==> src/mbrf_pkg.sv <==
// Shared constants, types and helpers for the mirrored byte ring FIFO.
// No dependencies; used by every module of the block.
`default_nettype none

package mbrf_pkg;

  localparam int STORE_DEPTH = 1024;
  localparam int ADDR_W      = $clog2(STORE_DEPTH);
  localparam int CAP_W       = 11;
  localparam int LEN_W       = 7;
  localparam int MAX_BLOCK   = 64;
  localparam int ALIGN_UNIT  = 4;
  localparam int QUEUE_DEPTH = 2;
  localparam int QPTR_W      = $clog2(QUEUE_DEPTH);
  localparam int QCNT_W      = $clog2(QUEUE_DEPTH + 1);

  localparam logic [CAP_W-1:0] CAP_TOP   = CAP_W'(STORE_DEPTH & ~(ALIGN_UNIT - 1));
  localparam logic [CAP_W-1:0] CAP_MIN   = CAP_W'(ALIGN_UNIT);
  localparam logic [CAP_W-1:0] CAP_RESET = CAP_W'(1024);

  // command codes on the input port
  localparam logic [1:0] CMD_PUSH  = 2'd0;
  localparam logic [1:0] CMD_FORCE = 2'd1;
  localparam logic [1:0] CMD_POP   = 2'd2;
  localparam logic [1:0] CMD_BLOCK = 2'd3;

  // classified operations handed to the back end
  localparam logic [1:0] OP_PUSH   = 2'd0;
  localparam logic [1:0] OP_FORCE  = 2'd1;
  localparam logic [1:0] OP_POP    = 2'd2;
  localparam logic [1:0] OP_REFUSE = 2'd3;

  // fifo_status codes
  localparam logic [1:0] STATUS_EMPTY   = 2'd0;
  localparam logic [1:0] STATUS_FULL    = 2'd1;
  localparam logic [1:0] STATUS_PARTIAL = 2'd2;

  // register index of capacity
  localparam logic REG_CAPACITY = 1'b0;

  typedef struct packed {
    logic [1:0]       op;
    logic [7:0]       data_byte;
    logic [LEN_W-1:0] len;
  } queue_entry_t;

  typedef struct packed {
    logic              wrap;
    logic [ADDR_W-1:0] pos;
  } ptr_t;

  // step an index by one within the capacity in use, toggling its mirror bit on wrap
  function automatic ptr_t advance(input ptr_t p, input logic [CAP_W-1:0] cap);
    ptr_t r;
    r = p;
    if ((CAP_W'(p.pos) + CAP_W'(1)) >= cap) begin
      r.pos  = '0;
      r.wrap = ~p.wrap;
    end else begin
      r.pos = p.pos + ADDR_W'(1);
    end
    return r;
  endfunction

  function automatic logic [1:0] status_of(input logic [CAP_W-1:0] fill,
                                           input logic [CAP_W-1:0] cap);
    logic [1:0] s;
    if (fill == '0) begin
      s = STATUS_EMPTY;
    end else if (fill == cap) begin
      s = STATUS_FULL;
    end else begin
      s = STATUS_PARTIAL;
    end
    return s;
  endfunction

  // align down to 4 and clamp into the legal range
  function automatic logic [CAP_W-1:0] cap_in_use(input logic [CAP_W-1:0] raw);
    logic [CAP_W-1:0] c;
    c = {raw[CAP_W-1:2], 2'b00};
    if (c < CAP_MIN) begin
      c = CAP_MIN;
    end else if (c > CAP_TOP) begin
      c = CAP_TOP;
    end
    return c;
  endfunction

endpackage

`default_nettype wire

==> src/mbrf_front.sv <==
// Front end: takes commands, classifies them and queues them for the back end.
// Depends on mbrf_pkg.
`default_nettype none

module mbrf_front (
  input  wire logic                         clk,
  input  wire logic                         rst,
  input  wire logic                         start,
  output logic                              busy,
  input  wire logic [1:0]                   command,
  input  wire logic [7:0]                   data_byte,
  input  wire logic [mbrf_pkg::LEN_W-1:0]   block_length,
  output logic                              q_valid,
  output mbrf_pkg::queue_entry_t            q_entry,
  input  wire logic                         q_take
);

  mbrf_pkg::queue_entry_t                slots [mbrf_pkg::QUEUE_DEPTH];
  logic [mbrf_pkg::QPTR_W-1:0]           wr_ptr;
  logic [mbrf_pkg::QPTR_W-1:0]           rd_ptr;
  logic [mbrf_pkg::QCNT_W-1:0]           cnt;
  mbrf_pkg::queue_entry_t                decoded;
  logic                                  accept;
  logic                                  take;

  // classify: single pop is a block of one; zero-length block is refused; longer ones saturate to 64
  always_comb begin
    decoded.data_byte = data_byte;
    decoded.len       = block_length;
    unique case (command)
      mbrf_pkg::CMD_PUSH:  decoded.op = mbrf_pkg::OP_PUSH;
      mbrf_pkg::CMD_FORCE: decoded.op = mbrf_pkg::OP_FORCE;
      mbrf_pkg::CMD_POP: begin
        decoded.op  = mbrf_pkg::OP_POP;
        decoded.len = mbrf_pkg::LEN_W'(1);
      end
      default: begin
        if (block_length == '0) begin
          decoded.op = mbrf_pkg::OP_REFUSE;
        end else begin
          decoded.op = mbrf_pkg::OP_POP;
          if (block_length > mbrf_pkg::LEN_W'(mbrf_pkg::MAX_BLOCK)) begin
            decoded.len = mbrf_pkg::LEN_W'(mbrf_pkg::MAX_BLOCK);
          end
        end
      end
    endcase
  end

  assign busy    = (cnt == mbrf_pkg::QCNT_W'(mbrf_pkg::QUEUE_DEPTH));
  assign accept  = start && !busy;
  assign q_valid = (cnt != '0);
  assign q_entry = slots[rd_ptr];
  assign take    = q_take && q_valid;

  always_ff @(posedge clk) begin
    if (accept) begin
      slots[wr_ptr] <= decoded;
    end
  end

  always_ff @(posedge clk) begin
    if (rst) begin
      wr_ptr <= '0;
      rd_ptr <= '0;
      cnt    <= '0;
    end else begin
      if (accept) begin
        wr_ptr <= wr_ptr + mbrf_pkg::QPTR_W'(1);
      end
      if (take) begin
        rd_ptr <= rd_ptr + mbrf_pkg::QPTR_W'(1);
      end
      if (accept && !take) begin
        cnt <= cnt + mbrf_pkg::QCNT_W'(1);
      end else if (take && !accept) begin
        cnt <= cnt - mbrf_pkg::QCNT_W'(1);
      end
    end
  end

endmodule

`default_nettype wire

==> config.mk <==
export PLATFORM = sky130hd
export DESIGN_NAME = mbrf_front
export DESIGN_NICKNAME = d
export VERILOG_FILES = /design/src/mbrf_pkg.sv /design/src/mbrf_front.sv
export SDC_FILE = /design/constraint.sdc
export NUM_CORES = 1
export LEC_CHECK = 0
export CAP_MARGIN = 10
export CORE_MARGIN = 4
export CORE_UTILIZATION = 50
export CTS_CLUSTER_SIZE = 8
export DETAILED_ROUTE_END_ITERATION = 8
export DONT_BUFFER_PORTS = 1
export SYNTH_ARGS = -nofsm -noshare
export SYNTH_HDL_FRONTEND = slang
export SYNTH_SLANG_ARGS = --single-unit
==> constraint.sdc <==
create_clock -name clk -period 2.5 [get_ports clk]
set_clock_uncertainty 0.1 [all_clocks]
set_input_delay 0.125 -clock clk [delete_from_list [all_inputs] [get_ports clk]]
set_output_delay 0.125 -clock clk [all_outputs]
set_load 0.005 [all_outputs]
After elaboration in Yosys (flattened, before gate mapping) --
Memories as Yosys holds them, arrays and structs flattened. A register that Yosys moved wholly into a read port is not among the register bits. Cells that the tools add are included. W data, S select, Z words.
Operators by class: add/subtract/negate cells 4, $lt $le $gt $ge 1, equality and inequality tests 3, muxes and demuxes 11, reduce and logical (&&, ||, !) cells 12
Operator list (count):
- $mux W7 | 2
- $pmux W7 S2 | 1
- $gt A7 B7 Y1 const B | 1
- $logic_not A7 Y1 | 1
- $pmux W2 S3 | 1
- $mux W1 | 5
- $eq A2 B2 Y1 const B | 2
- $logic_and A1 B1 Y1 | 4
- $mux W2 | 2
- $reduce_bool A2 Y1 | 2
- $logic_not A1 Y1 | 3
- $add A1 B1 Y1 const B | 2
- $add A2 B1 Y2 const B | 1
- $eq A2 B1 Y1 const B | 1
- $logic_not A2 Y1 | 1
- $reduce_or A2 Y1 | 1
- $sub A2 B1 Y2 const B | 1
Word-level totals: bits in registers 4, bits in writable memories 34, input port bits 21, output and inout port bits 19, logic and storage cells 35, memories kept 1
Memories:
- slots | words 2, bits a word 17, read ports 1, clocked after Yosys merged registers in 1, write ports 1, line mbrf_front.sv:18 | mbrf_pkg::queue_entry_t slots [mbrf_pkg::QUEUE_DEPTH];

Logic depth before layout (Yosys ltp) --
Gate-level depths: netlist of run 1.
depth in word-level cells 7, depth in mapped cells 6, depth with buffers taken out 6

Worst setup path after synthesis of run 1 --
No wires, ideal clock.
path kind reg2reg, start reg cnt[0] (netlist name), end mem slots[0][0] (netlist name), enable pin, setup time 369 ps, arrival time 1158 ps, required time 2031 ps, setup slack 873 ps, stages on the path, launching flop included 4, buffers on the path 0, period minus slack after synthesis 1627 ps, path through dfxtp_1 nor2b_1 or3_1 inv_1
On the way: word-level cells in the longest chain between the ends 5
Ends and longest elaborated chain:
- start: declaration | line mbrf_front.sv:21 | logic [mbrf_pkg::QCNT_W-1:0] cnt;
- start signal: assignment | line mbrf_front.sv:75 | cnt <= cnt + mbrf_pkg::QCNT_W'(1);
- start signal: assignment | line mbrf_front.sv:77 | cnt <= cnt - mbrf_pkg::QCNT_W'(1);
- $eq A2 B2 Y1 | line mbrf_front.sv:50 | assign busy = (cnt == mbrf_pkg::QCNT_W'(mbrf_pkg::QUEUE_DEPTH));
- net busy | line mbrf_front.sv:9 | output logic busy,
- $logic_not A1 Y1 | line mbrf_front.sv:51 | assign accept = start && !busy;
- $logic_and A1 B1 Y1 | line mbrf_front.sv:51
- $mux W1 | line mbrf_front.sv:57 | if (accept) begin
- $mux W1 (implied by the code) | line mbrf_front.sv:58 | slots[wr_ptr] <= decoded;
- end: declaration | line mbrf_front.sv:18
The timed path passes the listed nets, and every way through them passes these cells.

==> results of run 1 <==
-- layout make-up --
type | instances | area (sq um)
Clock inverter | 2 | 11.3
Multi-Input combinational cell | 49 | 379
Clock buffer | 6 | 51.3
Timing Repair Buffer | 21 | 208
Sequential cell | 39 | 1120
Fill cell | 218 | 1010
Tap cell | 31 | 38.8
Inverter | 3 | 11.3
-- metrics by stage --
step / std cells / total power (uW) / setup slack [ns]
final: 151 / 1580 / 0.660
after global routing: 151 / 1680 / 0.524
after CTS: 151 / 1600 / 0.610
after detailed placement: 123 / 1240 / 0.653
after global placement: 123 / 1220 / 0.686
after floorplan: 94 / 1160 / 0.873
-- power by group --
part / internal (uW) / total [uW] / switching (uW)
Combinational: 179 / 348 / 169
Clock: 134 / 334 / 200
Sequential: 827 / 899 / 72.3
-- cells by family after synthesis --
kind of cell               share of synthesized area (%)
buffers and inverters                               1.56
xor gates and xnor gates                            1.72
muxes                                               12.6
DFF                                                 73.6
AOI/OAI and AO/OA                                   2.30
adders and majority gates                          0.821
and+or+nand+nor                                     7.47
-- registers in the layout, summed over array words and instances (netlist names), named ones only --
name / flops
cnt: 2
slots: 34
rd_ptr: 1
wr_ptr: 1
-- synthesized netlist by cell type (all sizes together) (2+ instances only) --
cell / instances
a21oi: 3
and2: 4
and3: 3
clkbuf: 2
dfxtp: 5
edfxtp: 34
inv: 3
mux2: 17
nand2: 4
nor2: 4
o21ai: 4
or3: 2
or4: 2
xor2: 3
-- tightest hold or removal path, delay by kind of cell --
kind	cells	cell delay (ns)
and+or+nand+nor	3	0.21
-- routing by layer --
| metal | part of all wire, % | vias to the layer above | track usage, % |
|---|---|---|---|
| met5 | 0 | - | 0 |
| met4 | 1.7 | 0 | 5.66 |
| met3 | 7.8 | 6 | 7.46 |
| met2 | 49 | 31 | 23.2 |
| met1 | 41 | 392 | 17.4 |
| li1 | - | 400 | - |
-- worst max path at each step --
stage	startpoint	to	slack [ns]
floorplan	cnt[0]$_SDFFE_PP0P_	slots[0][0]$_DFFE_PP_	0.87
global placement	cnt[0]$_SDFFE_PP0P_	slots[0][14]$_DFFE_PP_	0.69
detailed placement	cnt[0]$_SDFFE_PP0P_	slots[0][3]$_DFFE_PP_	0.65
CTS	register	q_entry[5]	0.61
global route	cnt[0]$_SDFFE_PP0P_	slots[0][16]$_DFFE_PP_	0.52
finish	register	q_entry[4]	0.66
==> impl_metrics.json, run 1 <==
{
  "crit_family": "flip-flops",
  "crit_slowest_cell": "dfxtp_1",
  "finalInstanceArea_sq_um": 1820,
  "clock_path_buffers": 2,
  "tns_ns": 0,
  "maxCapViolations": 0,
  "power.density_nw_per_um2": 869,
  "synth_ff_type": "edfxtp_1",
  "min_period_ns": 1.84,
  "critPathCaptureType": "primary output",
  "dr_total_vias": 829,
  "floorplan.initialDensity_pct": 53.9,
  "ant_nets": 0,
  "holdWs_ns": 0.0145,
  "nets": 141,
  "grt_overflow": 0,
  "place_area_sq_um": 1560,
  "rsz0062_at_grt": "false",
  "cts_setup_buffers": 0,
  "yosys.area.top_type_share_pct": 67.0,
  "avgViaCountPerCell": 5.49,
  "status": "finished clean",
  "track_usage_pct": 14.8,
  "hold_violations": 0,
  "postLayoutCoreUtil_pct": 64.4,
  "final_common_cell": "edfxtp_1",
  "drc": 0,
  "critPathRequiredTime_ns": 2.28,
  "layout_common_cells": "34 x edfxtp_1, 20 x dlygate4sd3_1, 17 x mux2_2",
  "ff2ff_path_depth": 3,
  "cts-root-buf": "clkbuf_4",
  "static-leakage-power_uw": 0.000654,
  "period_share_pct": 73.6,
  "antenna_cells": 0,
  "die_h_microns": 63.2,
  "syn_nets": 116,
  "cts_tree": "done",
  "gp_congestion": 0.695,
  "routed_wl_microns": 2630,
  "cts_buffers": 5,
  "cp.depth": 1,
  "cp_cell_sequence": "mux2_2",
  "path_clk_slew_ns": 0.11,
  "slew_headroom_pct": 48.1,
  "grt_pass1_wl_microns": 4350,
  "yosysWarnings": 0,
  "worstSkewPairLatency_ns": 0.34,
  "io_pins": 40,
  "synth_area_leaders": "edfxtp_1 67%, mux2_2 13%, dfxtp_1 6.6%",
  "synthArstFlopShare_pct": 0,
  "synth-seq-cells": 39,
  "ctsHtreeMaxLevel": 2,
  "drv_slew": 0,
  "dr.pass1.iters": 2,
  "area_delta_synth_final_pct": 19.5,
  "max_stage_delay_ns": 0.84,
  "dp.final_hpwl_microns": 1700,
  "ctsResizeCount": 0,
  "cp_max_fo": 17,
  "syn_area_per_cell_sq_um": 16.2,
  "holdBufCountCts": 20,
  "whs_endpoint": "slots[0][0]$_DFFE_PP_",
  "drive_gt1_share_pct": 21.7,
  "hold_path_depth": 3,
  "timing.critical_path.buf_inv": 0,
  "io_buffers": 0,
  "ys_types": 18,
  "fp.dieW_microns": 63.2,
  "fmax_mhz": 543,
  "grt_pass1_vias": 910,
  "holdCritStartpoint": "block_length[6]",
  "critical_path.startpoint_type": "register",
  "dieArea_sq_um": 3990,
  "ys_seq_area_share_pct": 73.6,
  "drtIter0Drc": 13,
  "core_sq_um": 2830,
  "r2r_end": "slots[0][3]$_DFFE_PP_",
  "tightest_slew_ns": 0.777,
  "worst_ir_drop_vdd_v": 0.000590,
  "wl_per_cell_microns": 17.4,
  "antenna_found_initial": 0,
  "clock-sinks": 39,
  "synthCells": 94,
  "grt_max_degree": 18,
  "synth_top_area_cell": "edfxtp_1",
  "min-delay-path-class": "in2reg",
  "synth_edf_count": 34,
  "r2r_setup_slack_ns": 0.67,
  "critical_path_class": "reg2out",
  "setup_viol": 0,
  "syn-cell-area_sq_um": 1520,
  "arrival_ns": 1.62,
  "rr_startpoint": "cnt[0]$_SDFFE_PP0P_",
  "fp-row-count": 19
}
(Power assumes the default switching activity.)
==> run 2, diff against run 1 <==
==> constraint.sdc (replaced) <==
create_clock -name clk -period 1.83 [get_ports clk]
set_clock_uncertainty 0.1 [all_clocks]
set_input_delay 0.0915 -clock clk [delete_from_list [all_inputs] [get_ports clk]]
set_output_delay 0.0915 -clock clk [all_outputs]
set_load 0.005 [all_outputs]
==> run 2 against run 1 <==
- die area unchanged
- critical path depth rose by 3
- combinational power rose by 79%
- clock-buffer cell count stayed put
- largest power group unchanged
- register-to-register slack worse by 0.59 ns
- global-route usage down 0.91 points
==> impl_metrics.json, run 2 (synthesis gave the netlist of run 1 again) <==
{
  "place_area_sq_um": 1590,
  "top_register": "slots",
  "ant_nets": 0,
  "timing.critical_path.buf_inv": 2,
  "path_clk_slew_ns": 0.10,
  "power.density_nw_per_um2": 1160,
  "switching_power_uw": 589,
  "dieArea_sq_um": 3990,
  "clock_path_buffers": 2,
  "antenna_cells": 0,
  "track_usage_pct": 13.9,
  "crit_slowest_cell": "dlygate4sd3_1",
  "grt_pass1_vias": 934,
  "total_power_uw": 2160,
  "cp_max_fo": 3,
  "tightest_slew_ns": 0.425,
  "hold_path_depth": 2,
  "p_int_uw": 1570,
  "r2r_setup_slack_ns": 0.08,
  "rsz0062_at_grt": "false",
  "io_pins": 40,
  "period_share_pct": 96.7,
  "cts-root-buf": "clkbuf_4",
  "wl_per_cell_microns": 17.3,
  "critPathCaptureType": "register",
  "power_switching_share_pct": 27.2,
  "layout_common_cells": "34 x edfxtp_1, 22 x dlygate4sd3_1, 17 x mux2_2",
  "drv_slew": 0,
  "die_h_microns": 63.2,
  "status": "finished clean",
  "slew_headroom_pct": 71.7,
  "p_comb_share_pct": 28.9,
  "grt_pass1_wl_microns": 4200,
  "whs_endpoint": "slots[0][1]$_DFFE_PP_",
  "grt_overflow": 0,
  "antenna_found_initial": 0,
  "tns_ns": 0,
  "area_delta_synth_final_pct": 22.5,
  "r2r_end": "wr_ptr$_SDFFE_PP0P_",
  "final_common_cell": "edfxtp_1",
  "power_frac_seq_pct": 54.0,
  "cts_tree": "done",
  "nets": 148,
  "dr.pass1.iters": 4,
  "drive_gt1_share_pct": 26.4,
  "maxCapViolations": 0,
  "fp-row-count": 19,
  "path_common_cell": "dlygate4sd3_1",
  "critPathRequiredTime_ns": 1.90,
  "fmax_mhz": 565,
  "io_buffers": 0,
  "worst_ir_drop_vdd_v": 0.000675,
  "arrival_ns": 1.84,
  "routed_wl_microns": 2700,
  "grt_max_degree": 18,
  "cp_cell_sequence": "dlygate4sd3_1 -> or4_1 -> dlygate4sd3_1 -> a21oi_2",
  "ctsHtreeMaxLevel": 2,
  "core_sq_um": 2830,
  "clkPwrFrac_pct": 17.1,
  "clock-sinks": 39,
  "dp_cells": 127,
  "fp.dieW_microns": 63.2,
  "setup_viol": 0,
  "ff2ff_path_depth": 5,
  "finalInstanceArea_sq_um": 1870,
  "cts_buffers": 5,
  "reg_top3": "slots: 34 flops, cnt: 2 flops",
  "drtIter0Drc": 25,
  "dp.final_hpwl_microns": 1760,
  "gp_congestion": 0.663,
  "max_stage_delay_ns": 0.59,
  "avgViaCountPerCell": 5.56,
  "stdcell_count": 156,
  "static-leakage-power_uw": 0.000677,
  "dr_total_vias": 868,
  "crit_family": "buffers and inverters",
  "holdCritStartpoint": "block_length[6]",
  "floorplan.initialDensity_pct": 53.9,
  "worstSkewPairLatency_ns": 0.32,
  "rr_startpoint": "cnt[1]$_SDFFE_PP0P_",
  "critical_path_class": "in2reg",
  "min-delay-path-class": "in2reg",
  "min_period_ns": 1.77,
  "drc": 0,
  "critical_path.startpoint_type": "input pin",
  "hold_violations": 0,
  "largest_register_ff_count": 34
}
run 2: changes by cell type in the layout (fill, tap and decap cells not counted), moves of 2 or more:
cell,change
a21oi_2,+2
dlygate4sd3_1,+2
buf_4,+5
a21oi_1,-2
run 2: power by group through the flow:
stage / combinational (uW) / clock (uW) / sequential (uW)
6_report: 624 / 369 / 1170
5_1_grt: 678 / 418 / 1180
4_1_cts: 606 / 387 / 1170
3_5_place_dp: 556 / 0 / 1190
3_3_place_gp: 539 / 0 / 1180
2_1_floorplan: 404 / 0 / 1180
run 2: cell type report:
cell class                 instances  area (sq um)
clock buffer                       6          41.3
fill                             197           962
inverter                           3          11.3
multi-input combinational         49           388
sequential                        39          1120
tap                               31          38.8
timing repair buffer              28           265
run 2: per-layer routing:
layer  global-route usage (%)  wire length, microns
met1                     13.3                  1050
met3                     4.62                   170
met5                        0                     0
met2                     26.7                  1460
met4                     5.66                    24
run 2: how the worst max path moves through the flow:
stage,start,to,slack (ns),cells past startpoint
after floorplan,cnt[0]$_SDFFE_PP0P_,slots[0][0]$_DFFE_PP_,0.20,3
after global placement,cnt[1]$_SDFFE_PP0P_,slots[1][14]$_DFFE_PP_,0.11,3
after detailed placement,cnt[1]$_SDFFE_PP0P_,slots[1][13]$_DFFE_PP_,0.03,3
final,block_length[6],slots[0][15]$_DFFE_PP_,0.06,4
after global routing,cnt[1]$_SDFFE_PP0P_,wr_ptr$_SDFFE_PP0P_,0.0004,5
after CTS,cnt[1]$_SDFFE_PP0P_,slots[1][12]$_DFFE_PP_,0.02,3
run 2: stage by stage:
| stage | setup WS [ns] | hold slack, ns | util (%) |
|---|---|---|---|
| floorplan | 0.203 | 0.0606 | - |
| CTS | 0.0170 | 0.0222 | 65.4 |
| detailed placement | 0.0347 | 0.0645 | 56.1 |
| global route | 0.000379 | 0.0513 | 66.0 |
| finish | 0.0604 | 0.0678 | 66.0 |
| global placement | 0.113 | 0.0618 | 56.1 |
run 2: timing repair:
| action | 4_1_cts | 5_1_grt |
|---|---|---|
| setup endpoints to repair | 0 | 21 |
| gates resized for setup | 0 | 5 |
| endpoints found under the hold margin | 39 | 0 |
| setup buffers | 0 | 1 |
| hold buffers | 22 | 0 |
run 2: worst register-to-register path: cells and delay by family, from the launching register on:
family / cells / cell delay, ns
AND/OR/NAND/NOR: 2 / 0.47
flip-flops: 1 / 0.33
AO/OA/AOI/OAI: 1 / 0.12
buffers and inverters: 2 / 0.68
==> run 3, diff against run 2 <==
--- a/config.mk
+++ b/config.mk
@@ -6,7 +6,7 @@
 export NUM_CORES = 1
 export LEC_CHECK = 0
 export CAP_MARGIN = 10
-export CORE_MARGIN = 4
+export CORE_MARGIN = 2
 export CORE_UTILIZATION = 50
 export CTS_CLUSTER_SIZE = 8
 export DETAILED_ROUTE_END_ITERATION = 8
==> run 3 against run 2 <==
- fmax is 1.6% lower
- clock power increased by 88%
- routed wire length fell by 4.9%
- largest power group unchanged
- clock-buffer cell count unchanged
- sequential share of layout area down 1.9 points
- final area is 3.2% higher
- critical path depth did not move
- critical path type unchanged
- sequential cell count is the same
- largest cell class unchanged
==> impl_metrics.json, run 3 (synthesis gave the netlist of run 1 again) <==
{
  "grt_max_degree": 18,
  "regArea_sq_um": 1120,
  "layout_common_cells": "34 x edfxtp_1, 22 x dlygate4sd3_1, 17 x mux2_2",
  "critical_path.startpoint_type": "input pin",
  "timing.critical_path.buf_inv": 2,
  "cts_tree": "done",
  "grt_pass1_vias": 841,
  "reg_top3": "slots: 34 flops, cnt: 2 flops",
  "cp_max_fo": 3,
  "place_area_sq_um": 1600,
  "dp.final_hpwl_microns": 1550,
  "critical_path_class": "in2reg",
  "worst_ir_drop_vdd_v": 0.000699,
  "gp_congestion": 0.712,
  "ant_nets": 0,
  "holdCritStartpoint": "block_length[6]",
  "cp.depth": 4,
  "routed_wl_microns": 2570,
  "max_stage_delay_ns": 0.58,
  "rsz0062_at_grt": "false",
  "cp_cell_sequence": "dlygate4sd3_1 -> or4_1 -> dlygate4sd3_1 -> a21oi_1",
  "path_common_cell": "dlygate4sd3_1",
  "area_delta_synth_final_pct": 26.4,
  "clock_path_buffers": 2,
  "tns_ns": 0,
  "maxCapViolations": 0,
  "worstSkewPairLatency_ns": 0.33,
  "io_buffers": 0,
  "grt_overflow": 0,
  "status": "finished clean",
  "crit_family": "buffers and inverters",
  "cts-root-buf": "clkbuf_4",
  "r2r_end": "cnt[1]$_SDFFE_PP0P_",
  "min-delay-path-class": "in2reg",
  "rr_startpoint": "cnt[1]$_SDFFE_PP0P_",
  "ctsHtreeMaxLevel": 2,
  "tightest_slew_ns": 0.433,
  "static-leakage-power_uw": 0.000702,
  "critPathCaptureType": "register",
  "fp-row-count": 20,
  "cts_buffers": 5,
  "drtIter0Drc": 25,
  "largest_register_ff_count": 34,
  "grt_pass1_wl_microns": 3820,
  "fill_cells": 217,
  "io_pins": 40,
  "drc": 0,
  "dieArea_sq_um": 3510,
  "crit_slowest_cell": "dlygate4sd3_1",
  "period_share_pct": 98.3,
  "startpoint": "block_length[6]",
  "r2r_setup_slack_ns": 0.14,
  "min_period_ns": 1.80,
  "endpoint": "slots[1][15]$_DFFE_PP_",
  "ff2ff_path_depth": 5,
  "path_clk_slew_ns": 0.10,
  "setup_viol": 0,
  "top_register": "slots",
  "final_common_cell": "edfxtp_1",
  "fmax_mhz": 556,
  "track_usage_pct": 16.3,
  "dr_total_vias": 854,
  "floorplan.initialDensity_pct": 51.2,
  "clock-sinks": 39,
  "power.density_nw_per_um2": 1280,
  "slew_headroom_pct": 71.1,
  "multi_input_comb_area_sq_um": 380,
  "core_sq_um": 2980,
  "cts_setup_buffers": 0,
  "holdWs_ns": 0.0307,
  "drive_gt1_share_pct": 24.6,
  "arrival_ns": 1.87,
  "critPathRequiredTime_ns": 1.90,
  "hold_violations": 0,
  "antenna_cells": 0,
  "dr.pass1.iters": 4,
  "fp.dieW_microns": 59.2,
  "wl_per_cell_microns": 16.1,
  "antenna_found_initial": 0,
  "finalInstanceArea_sq_um": 1930,
  "die_h_microns": 59.2,
  "avgViaCountPerCell": 5.37,
  "nets": 147,
  "drv_slew": 0
}
-- run 3: worst register-to-register path, cell delays in order, from the launching register on --
cell and delay (ns):
dfxtp_1 0.39, nor2b_1 0.21, nor2_1 0.08, ha_1 0.34
or3_1 0.38, a21oi_1 0.13
-- run 3: how the worst min path moves through the flow --
stage / end / depth (start not counted)
after global placement: cnt[1]$_SDFFE_PP0P_ / 1
final: slots[0][2]$_DFFE_PP_ / 2
after detailed placement: cnt[1]$_SDFFE_PP0P_ / 1
after global routing: slots[1][2]$_DFFE_PP_ / 2
after CTS: slots[1][2]$_DFFE_PP_ / 2
after floorplan: cnt[1]$_SDFFE_PP0P_ / 1
-- run 3: what timing repair did --
action / in CTS / in global routing
cloned: 0 / 0
gates resized for setup: 1 / 1
pin swaps: 0 / 0
hold buffers: 22 / 0
hold endpoints to repair: 39 / 0
setup endpoints to repair: 5 / 1
-- run 3: power by group --
part / total [uW] / switching, uW / internal, uW
combinational: 610 / 306 / 304
clock: 693 / 266 / 427
sequential: 1170 / 39.5 / 1130
-- run 3: per-stage QoR --
step | cells | worst slack [ns] | utilization [%] | power, uW
floorplan | 94 | 0.203 | - | 1590
global placement | 129 | 0.104 | 53.8 | 1740
detailed placement | 129 | 0.0388 | 53.8 | 1760
CTS | 159 | 0.0102 | 64.7 | 2500
global route | 159 | 0.00576 | 64.7 | 2580
finish | 159 | 0.0308 | 64.7 | 2470
-- run 3: layout make-up --
class,count,share of cell area (%)
multi-input cells,49,19.8
well taps,33,2.14
flip-flops and latches,39,58.2
inverters,3,0.585
clock inverters,2,3.12
clock buffers,6,2.14
repair buffers,27,14.0
-- run 3: routing by layer --
layer / wire length, microns / part of all wire (%) / vias up / global-route usage, %
li1: - / - / 410 / -
met1: 1070 / 42 / 414 / 17.7
met2: 1330 / 52 / 28 / 26.2
met3: 134 / 5.2 / 2 / 7.64
met4: 29 / 1.1 / 0 / 8.77
met5: 0 / 0 / - / 0
